`config.mk`:
```
export PLATFORM = sky130hd
export DESIGN_NAME = crc32_frame_generate_check
export DESIGN_NICKNAME = d
export VERILOG_FILES = /design/src/sv/crcfg_pkg.sv /design/src/sv/crcfg_front.sv /design/src/sv/crcfg_queue.sv /design/src/sv/crcfg_back.sv /design/src/sv/crc32_frame_generate_check.sv
export SDC_FILE = /design/constraint.sdc
export NUM_CORES = 1
export LEC_CHECK = 0
export ABC_AREA = 1
export BUFFER_PORTS_ARGS = -buffer_cell sky130_fd_sc_hd__buf_2
export CORE_MARGIN = 2
export CORE_UTILIZATION = 45
export DETAILED_ROUTE_END_ITERATION = 12
export GPL_TIMING_DRIVEN = 1
export PLACE_DENSITY_LB_ADDON = 0.3
export SLEW_MARGIN = 10
export SYNTH_ARGS = -nofsm -noshare
export SYNTH_HDL_FRONTEND = slang
export SYNTH_SLANG_ARGS = --single-unit
```
`constraint.sdc`:
```
create_clock -name clk -period 4.6 [get_ports clk]
set_clock_uncertainty 0.1 [all_clocks]
set_input_delay 0.23 -clock clk [delete_from_list [all_inputs] [get_ports clk]]
set_output_delay 0.23 -clock clk [all_outputs]
set_load 0.02 [all_outputs]
```
`src/sv/crcfg_pkg.sv`:
```
// Shared types, codes and the CRC-32 byte update for the CRC frame generator/checker.
`default_nettype none

package crcfg_pkg;

  localparam logic [31:0] CRC_POLY = 32'hEDB8_8320;
  localparam logic [31:0] CRC_INIT = 32'hFFFF_FFFF;

  // result word kinds as seen on the output port
  localparam logic [1:0] KIND_DATA    = 2'd0;
  localparam logic [1:0] KIND_CRC     = 2'd1;
  localparam logic [1:0] KIND_VERDICT = 2'd2;

  // work handed from front to back
  typedef enum logic [1:0] {
    TASK_ECHO      = 2'd0,
    TASK_ECHO_LAST = 2'd1,
    TASK_VERDICT   = 2'd2
  } task_kind_t;

  typedef struct packed {
    task_kind_t  kind;
    logic [7:0]  data;
    logic [31:0] crc;
    logic        match;
    logic        short_frame;
  } task_t;

  typedef struct packed {
    logic [1:0]  item_kind;
    logic [7:0]  out_byte;
    logic [31:0] crc_value;
    logic        crc_match;
    logic        short_frame;
    logic        run_last;
  } result_t;

  // reflected CRC-32 update by one byte, one polynomial step per bit
  function automatic logic [31:0] crc_byte(input logic [31:0] crc, input logic [7:0] b);
    logic [31:0] t;
    t = {24'd0, crc[7:0] ^ b};
    for (int k = 0; k < 8; k++) begin
      t = (t >> 1) ^ (t[0] ? CRC_POLY : 32'd0);
    end
    return (crc >> 8) ^ t;
  endfunction

endpackage

`default_nettype wire

```
`src/sv/crcfg_front.sv`:
```
// Front end: accept bytes, track frame CRC and trailer window, issue tasks.
`default_nettype none

module crcfg_front
  import crcfg_pkg::*;
(
  input  wire logic        clk,
  input  wire logic        rst_n,
  input  wire logic        check_mode,
  input  wire logic        accept,
  input  wire logic [7:0]  data_byte,
  input  wire logic        frame_end,
  output logic             task_push,
  output task_t            task_word
);

  logic [31:0] crc_r, crc_nxt;
  logic [31:0] window_r, window_nxt;
  logic [2:0]  seen_r, seen_nxt;

  logic [31:0] crc_upd;
  logic [31:0] window_new;
  logic        short_f;

  always_comb begin
    crc_nxt    = crc_r;
    window_nxt = window_r;
    seen_nxt   = seen_r;
    task_push  = 1'b0;
    task_word  = '0;
    short_f    = (seen_r < 3'd4);
    window_new = {window_r[23:0], data_byte};
    if (!check_mode) begin
      crc_upd = crc_byte(crc_r, data_byte);
    end else if (!short_f) begin
      crc_upd = crc_byte(crc_r, window_r[31:24]);
    end else begin
      crc_upd = crc_r;
    end

    if (accept) begin
      if (!check_mode) begin
        task_push      = 1'b1;
        task_word.data = data_byte;
        if (frame_end) begin
          task_word.kind = TASK_ECHO_LAST;
          task_word.crc  = ~crc_upd;
        end else begin
          task_word.kind = TASK_ECHO;
        end
        crc_nxt = crc_upd;
      end else begin
        crc_nxt    = crc_upd;
        window_nxt = window_new;
        if (short_f) begin
          seen_nxt = seen_r + 3'd1;
        end
        if (frame_end) begin
          task_push             = 1'b1;
          task_word.kind        = TASK_VERDICT;
          task_word.crc         = ~crc_upd;
          task_word.short_frame = short_f;
          task_word.match       = !short_f && (~crc_upd == window_new);
        end
      end
      // drop all frame state at the frame end
      if (frame_end) begin
        crc_nxt    = CRC_INIT;
        window_nxt = '0;
        seen_nxt   = '0;
      end
    end
  end

  always_ff @(posedge clk) begin
    if (!rst_n) begin
      crc_r    <= CRC_INIT;
      window_r <= '0;
      seen_r   <= '0;
    end else begin
      crc_r    <= crc_nxt;
      window_r <= window_nxt;
      seen_r   <= seen_nxt;
    end
  end

endmodule

`default_nettype wire

```
`src/sv/crcfg_queue.sv`:
```
// Short task queue between front and back ends.
`default_nettype none

module crcfg_queue
  import crcfg_pkg::*;
#(
  parameter int DEPTH = 4
) (
  input  wire logic  clk,
  input  wire logic  rst_n,
  input  wire logic  push,
  input  wire task_t din,
  output logic       full,
  input  wire logic  pop,
  output task_t      dout,
  output logic       empty
);

  localparam int PW = $clog2(DEPTH);
  localparam int CW = $clog2(DEPTH + 1);
  localparam logic [PW-1:0] LAST_PTR = PW'(DEPTH - 1);
  localparam logic [CW-1:0] FULL_CNT = CW'(DEPTH);

  task_t         mem_r [DEPTH];
  logic [PW-1:0] wr_ptr_r, wr_ptr_nxt;
  logic [PW-1:0] rd_ptr_r, rd_ptr_nxt;
  logic [CW-1:0] cnt_r, cnt_nxt;
  logic          do_push, do_pop;

  assign full    = (cnt_r == FULL_CNT);
  assign empty   = (cnt_r == '0);
  assign do_push = push && !full;
  assign do_pop  = pop && !empty;
  assign dout    = mem_r[rd_ptr_r];

  always_comb begin
    wr_ptr_nxt = wr_ptr_r;
    rd_ptr_nxt = rd_ptr_r;
    cnt_nxt    = cnt_r;
    if (do_push) begin
      wr_ptr_nxt = (wr_ptr_r == LAST_PTR) ? '0 : wr_ptr_r + PW'(1);
    end
    if (do_pop) begin
      rd_ptr_nxt = (rd_ptr_r == LAST_PTR) ? '0 : rd_ptr_r + PW'(1);
    end
    if (do_push && !do_pop) begin
      cnt_nxt = cnt_r + CW'(1);
    end else if (do_pop && !do_push) begin
      cnt_nxt = cnt_r - CW'(1);
    end
  end

  always_ff @(posedge clk) begin
    if (do_push) begin
      mem_r[wr_ptr_r] <= din;
    end
  end

  always_ff @(posedge clk) begin
    if (!rst_n) begin
      wr_ptr_r <= '0;
      rd_ptr_r <= '0;
      cnt_r    <= '0;
    end else begin
      wr_ptr_r <= wr_ptr_nxt;
      rd_ptr_r <= rd_ptr_nxt;
      cnt_r    <= cnt_nxt;
    end
  end

endmodule

`default_nettype wire

```
`src/sv/crcfg_back.sv`:
```
// Back end: expand tasks into result words and hold them in the output register.
`default_nettype none

module crcfg_back
  import crcfg_pkg::*;
(
  input  wire logic  clk,
  input  wire logic  rst_n,
  input  wire logic  q_empty,
  input  wire task_t q_word,
  output logic       q_pop,
  output logic       out_vld,
  output result_t    out_word,
  input  wire logic  out_pop
);

  logic        vld_r, vld_nxt;
  result_t     res_r, res_nxt;
  logic [2:0]  rem_r, rem_nxt;
  logic [31:0] hold_r, hold_nxt;
  logic        load;

  assign out_vld  = vld_r;
  assign out_word = res_r;
  assign load     = !vld_r || out_pop;

  always_comb begin
    vld_nxt  = vld_r;
    res_nxt  = res_r;
    rem_nxt  = rem_r;
    hold_nxt = hold_r;
    q_pop    = 1'b0;
    if (load) begin
      if (rem_r != 3'd0) begin
        // emit trailing CRC bytes, most significant first
        vld_nxt           = 1'b1;
        res_nxt           = '0;
        res_nxt.item_kind = KIND_CRC;
        res_nxt.crc_value = hold_r;
        res_nxt.run_last  = (rem_r == 3'd1);
        case (rem_r)
          3'd4:    res_nxt.out_byte = hold_r[31:24];
          3'd3:    res_nxt.out_byte = hold_r[23:16];
          3'd2:    res_nxt.out_byte = hold_r[15:8];
          default: res_nxt.out_byte = hold_r[7:0];
        endcase
        rem_nxt = rem_r - 3'd1;
      end else if (!q_empty) begin
        q_pop   = 1'b1;
        vld_nxt = 1'b1;
        res_nxt = '0;
        case (q_word.kind)
          TASK_ECHO: begin
            res_nxt.item_kind = KIND_DATA;
            res_nxt.out_byte  = q_word.data;
            res_nxt.run_last  = 1'b1;
          end
          TASK_ECHO_LAST: begin
            res_nxt.item_kind = KIND_DATA;
            res_nxt.out_byte  = q_word.data;
            res_nxt.crc_value = q_word.crc;
            rem_nxt           = 3'd4;
            hold_nxt          = q_word.crc;
          end
          default: begin
            res_nxt.item_kind   = KIND_VERDICT;
            res_nxt.crc_value   = q_word.crc;
            res_nxt.crc_match   = q_word.match;
            res_nxt.short_frame = q_word.short_frame;
            res_nxt.run_last    = 1'b1;
          end
        endcase
      end else begin
        vld_nxt = 1'b0;
      end
    end
  end

  always_ff @(posedge clk) begin
    res_r  <= res_nxt;
    hold_r <= hold_nxt;
  end

  always_ff @(posedge clk) begin
    if (!rst_n) begin
      vld_r <= 1'b0;
      rem_r <= '0;
    end else begin
      vld_r <= vld_nxt;
      rem_r <= rem_nxt;
    end
  end

endmodule

`default_nettype wire

```
`src/sv/crc32_frame_generate_check.sv`:
```
// Top level of the CRC-32 frame generator/checker.
// Byte-stream CRC-32 (reflected poly 0xEDB88320, init all ones, final inversion). Each input
// word is one byte plus a frame-end flag. With cfg check_mode = 0 every byte is echoed, and
// after the last byte the four CRC bytes follow, most significant first (the echo of the last
// byte and the CRC bytes carry the final CRC in crc_value). With check_mode = 1 the last four
// bytes are treated as a big-endian CRC trailer; one verdict word comes out per frame, with
// crc_match and short_frame (frames under five bytes). Input takes one byte per clock while
// full is low; the front end updates the CRC in the same cycle. The back end emits one result
// word per clock while the output is popped, so a generate-mode frame end yields five result
// words; the task queue (QUEUE_DEPTH) absorbs that burst and output stalls, and full only
// rises when it fills. The first result word of a byte passes through the task queue and then
// the output register before it shows on the output. Write cfg only while the block is idle.
`default_nettype none

module crc32_frame_generate_check
  import crcfg_pkg::*;
#(
  parameter int QUEUE_DEPTH = 4
) (
  input  wire logic        clk,
  input  wire logic        rst_n,
  // configuration
  input  wire logic        cfg_wr_en,
  input  wire logic        cfg_wr_data,
  // input word channel
  input  wire logic        push,
  output logic             full,
  input  wire logic [7:0]  in_data_byte,
  input  wire logic        in_frame_end,
  // result word channel
  output logic             empty,
  input  wire logic        pop,
  output logic [1:0]       out_item_kind,
  output logic [7:0]       out_out_byte,
  output logic [31:0]      out_crc_value,
  output logic             out_crc_match,
  output logic             out_short_frame,
  output logic             out_run_last
);

  logic    mode_r, mode_nxt;
  logic    in_accept;
  logic    task_push;
  task_t   task_word;
  logic    q_full, q_empty, q_pop;
  task_t   q_word;
  logic    out_vld;
  result_t out_word;

  // hold the mode between writes
  assign mode_nxt = cfg_wr_en ? cfg_wr_data : mode_r;

  always_ff @(posedge clk) begin
    if (!rst_n) begin
      mode_r <= 1'b0;
    end else begin
      mode_r <= mode_nxt;
    end
  end

  // stall the input whenever the queue cannot take another task
  assign full      = q_full;
  assign in_accept = push && !q_full;

  crcfg_front u_front (
    .clk        (clk),
    .rst_n      (rst_n),
    .check_mode (mode_r),
    .accept     (in_accept),
    .data_byte  (in_data_byte),
    .frame_end  (in_frame_end),
    .task_push  (task_push),
    .task_word  (task_word)
  );

  crcfg_queue #(
    .DEPTH (QUEUE_DEPTH)
  ) u_queue (
    .clk   (clk),
    .rst_n (rst_n),
    .push  (task_push),
    .din   (task_word),
    .full  (q_full),
    .pop   (q_pop),
    .dout  (q_word),
    .empty (q_empty)
  );

  crcfg_back u_back (
    .clk      (clk),
    .rst_n    (rst_n),
    .q_empty  (q_empty),
    .q_word   (q_word),
    .q_pop    (q_pop),
    .out_vld  (out_vld),
    .out_word (out_word),
    .out_pop  (pop)
  );

  // drive the result word straight from the output register
  assign empty           = !out_vld;
  assign out_item_kind   = out_word.item_kind;
  assign out_out_byte    = out_word.out_byte;
  assign out_crc_value   = out_word.crc_value;
  assign out_crc_match   = out_word.crc_match;
  assign out_short_frame = out_word.short_frame;
  assign out_run_last    = out_word.run_last;

endmodule

`default_nettype wire
```
==> summary.txt <==
outcome - completed
IO Port Bufs - 61
simple logic cell fraction of the synthesized area - 26.5%
Crit path max-delay family - buffers and inverters
Final period util - 66.9%
RD Place Congestion - 1.01
count leader, synth - nand2_1
final worst setup slack - 1.52 ns
power share of the combinational group - 37.5%
WP data arrival - 3.31 ns
Worst Hold Class - in -> reg
total CTS buffers - 37
post-synthesis adder-cell area fraction - 0.807%
CTS tree - built
Synth Instances - 1961
Setup Fix Bufs, Post-CTS - 0
Hold Slack - 0.0228 ns
internal power - 7.02 mW
Initial Util - 46.0%
I/O pin cnt - 62
FILL cells - 3325
CP most frequent cell - nand2_1
Clock power frac - 24.4%
TNS Setup - 0 ns
Synth area leaders - edfxtp_1 46%, nand2_1 15%, dfxtp_1 9.9%
synth cell count leaders - 642 x nand2_1, 253 x edfxtp_1, 194 x nor2_1, 188 x nand3_1, 153 x o21ai_0
Inst Count DP - 2424
crit path from - mode_r
worst skew pair latency - 0.51 ns
clk sink count - 334
largest net degree at the start of global routing - 69
Max Cap Viol - 0
H-tree depth - 2
hold_buf cts - 11
Worst VDD drop - 0.307 mV
Iteration-0 DRC Markers - 1409
core box area - 35700 um^2
drc violations - 0
xor/xnor cell area share of the yosys netlist - 1.13%
startpoint type of the worst setup path - flip-flop
area of the multi-input gates - 6380 um^2
area grow syn2layout - 12.3%
max_slew headroom - 26.0%
worst reg2reg endpoint - u_queue.mem_r[3][1]
Syn. warnings - 0
total grt overflow - 0
WL/cell - 19.5 um
final wirelength - 48.8 mm
Top FF cell, synth - edfxtp_1
Antenna Cells - 0
nets - 2038
Mapped Avg Cell Area - 8.38 um^2
initial antenna violation count - 0
post-synthesis cell area - 16400 um^2
Setup-failing EPs final - 0
PD cells - 634 nW/um^2
Hold Vio Cnt, Final - 0
root buf cell - clkbuf_16
slowest stage delay, CP - 0.65 ns
top cell type's share of synthesized area - 46.2%
asr flop ratio synth - 0%
gr usage total - 25.5%
r2r startpoint - mode_r
switching pwr - 4.68 mW
Worst Reg-to-Reg Cells - 12
Post-CTS Resized - 0
first-pass GRT wire length - 75.1 mm
Critical Path RT - 4.83 ns
Crit-path slowest cell - inv_2
Yosys reg bits - 334
P_leak - 7.60 nW
largest family of logic cells by synthesized area - simple AND/OR/NAND/NOR gates
Reg power frac - 38.1%
CP cell instances - inv_2 > buf_4 > a21oi_1 > nand2_1 > nand2_1 > nand2_1 > nand2_1 > nor2_1 > nand2_1 > nor2_1 > nand2_1 > nor2_1
Pre-Repair DR Iteration Count - 6
Max Freq - 325 MHz
DIE HEIGHT - 195 um
crit path to - u_queue.mem_r[3][1]
Sw Ratio - 40.0%
critical-path maximum fanout - 41
hpwl dp - 34.2 mm
number of flops mapped to enable cells by yosys - 253
vias per cell - 5.54
compound-gate portion of the synthesized area - 10.1%
fin cells - 2502
cell count along the critical path - 12
vias in the first global route - 13000
Die ar. - 38100 um^2
Distinct cells, synth - 41
Core Rows - 69
register clock-pin slew on the reported worst setup and hold paths - 0.06 ns
crit path kind - reg -> reg
Clock Tree Buf Depth - 3
die extent in x - 195 um
layout cell share with drive strength beyond 1 - 9.75%
syn nets - 1986
Crit. End Element - flip-flop
leading area contributor after synthesis - edfxtp_1
pre-CTS setup slack - 1.63 ns
unrepaired setup endpoints after global routing - false
vias after detailed routing - 13900
Bufs and invs on worst path - 2
Final ANT Viol Nets - 0
fin crit period - 3.08 ns
sequential share of the synthesized area - 56.1%
R2R setup slack - 1.52 ns
Slew Viols, Final - 0
worst slew pin tran - 1.10 ns
FF/Latch Area - 9220 um^2
mux contribution to synthesized area - 0%
==> logic make-up (layout without fill, tap and decap cells) <==
| kind of cell | Yosys count | after routing |
|---|---|---|
| adders and majority gates | 10 | 10 |
| AOI/OAI and AO/OA | 310 | 310 |
| buffers and inverters | 224 | 304 |
| DFF | 334 | 334 |
| xor gates and xnor gates | 17 | 17 |
| and+or+nand+nor | 1066 | 1066 |
==> registers in the layout, summed over array words and instances (netlist names), named ones only <==
| register | count |
|---|---|
| u_back.rem_r | 3 |
| u_queue.cnt_r | 3 |
| u_front.window_r | 32 |
| u_queue.mem_r | 176 |
| u_back.hold_r | 32 |
| u_queue.wr_ptr_r | 2 |
| mode_r | 1 |
| u_front.seen_r | 3 |
| u_back.out_vld | 1 |
| u_queue.rd_ptr_r | 2 |
| u_front.crc_r | 32 |
| u_back.out_word | 45 |
==> cell type report <==
type                       instances  area share [%]
timing repair buffer              96            3.23
clock buffer                      46            5.20
sequential                       334            50.0
tap                              461            3.13
inverter                         141            2.87
multi-input combinational       1403            34.6
clock inverter                    21            1.05
==> through the flow <==
step                power [mW]  util, %  cell area [um^2]
floorplan                 7.40        -             16400
global placement          8.76     48.1             17200
detailed placement        8.84     48.1             17200
CTS                       11.7     51.6             18500
global route              12.4     51.6             18500
finish                    11.7     51.6             18500
==> cells in the final DEF (no fill, tap or decap), types with 2 or more instances in the layout <==
master	count
clkbuf_16	37
nand2_1	642
dfxtp_1	80
bufinv_16	3
ha_1	8
nor2_4	4
nor2_1	187
o211ai_1	7
buf_2	61
nand3_1	188
o22ai_1	40
xnor2_1	4
inv_6	4
nand2_4	2
a21oi_1	100
edfxtp_1	253
xor2_1	8
inv_1	119
nand2_2	23
buf_4	24
xnor2_2	2
nor2_2	4
inv_2	16
nor3_1	5
clkinv_2	10
nand3b_1	7
clkbuf_1	9
a211oi_1	3
o21ai_0	153
dlygate4sd3_1	11
clkinv_1	9
xor2_2	3
==> worst min-delay path by stage <==
stage / start / endpoint / slack (ns) / depth (start not counted)
6_report: in_data_byte[4] / u_front.window_r[4] / 0.02 / 3
5_1_grt: in_data_byte[4] / u_front.window_r[4] / 0.01 / 3
4_1_cts: in_data_byte[4] / u_front.window_r[4] / 0.02 / 3
3_5_place_dp: u_front.seen_r[1] / u_front.seen_r[1] / 0.36 / 2
3_3_place_gp: u_front.seen_r[1] / u_front.seen_r[1] / 0.35 / 2
2_1_floorplan: rst_n / u_back.rem_r[2] / 0.27 / 2
==> metal layers <==
layer | track usage [%] | part of all wire [%] | vias to the layer above | wire [um]
li1 | - | - | 6674 | -
met4 | 10.3 | 4.6 | 0 | 2230
met5 | 0 | 0 | - | 0
met3 | 3.54 | 6.9 | 119 | 3360
met1 | 33.6 | 42 | 6525 | 20400
met2 | 42.5 | 47 | 540 | 22900
==> tightest hold or removal path, cell delays in order <==
cell and delay, ns:
buf_2 0.16, nand2_1 0.11, a21oi_1 0.08
==> power groups by stage <==
stage / combinational, mW / sequential [mW] / clock (mW)
finish: 4.39 / 4.45 / 2.86
global placement: 4.26 / 4.50 / 0
floorplan: 2.69 / 4.71 / 0
detailed placement: 4.33 / 4.51 / 0
CTS: 4.35 / 4.45 / 2.90
global route: 4.86 / 4.50 / 3.02
(Power assumes the default switching activity.)
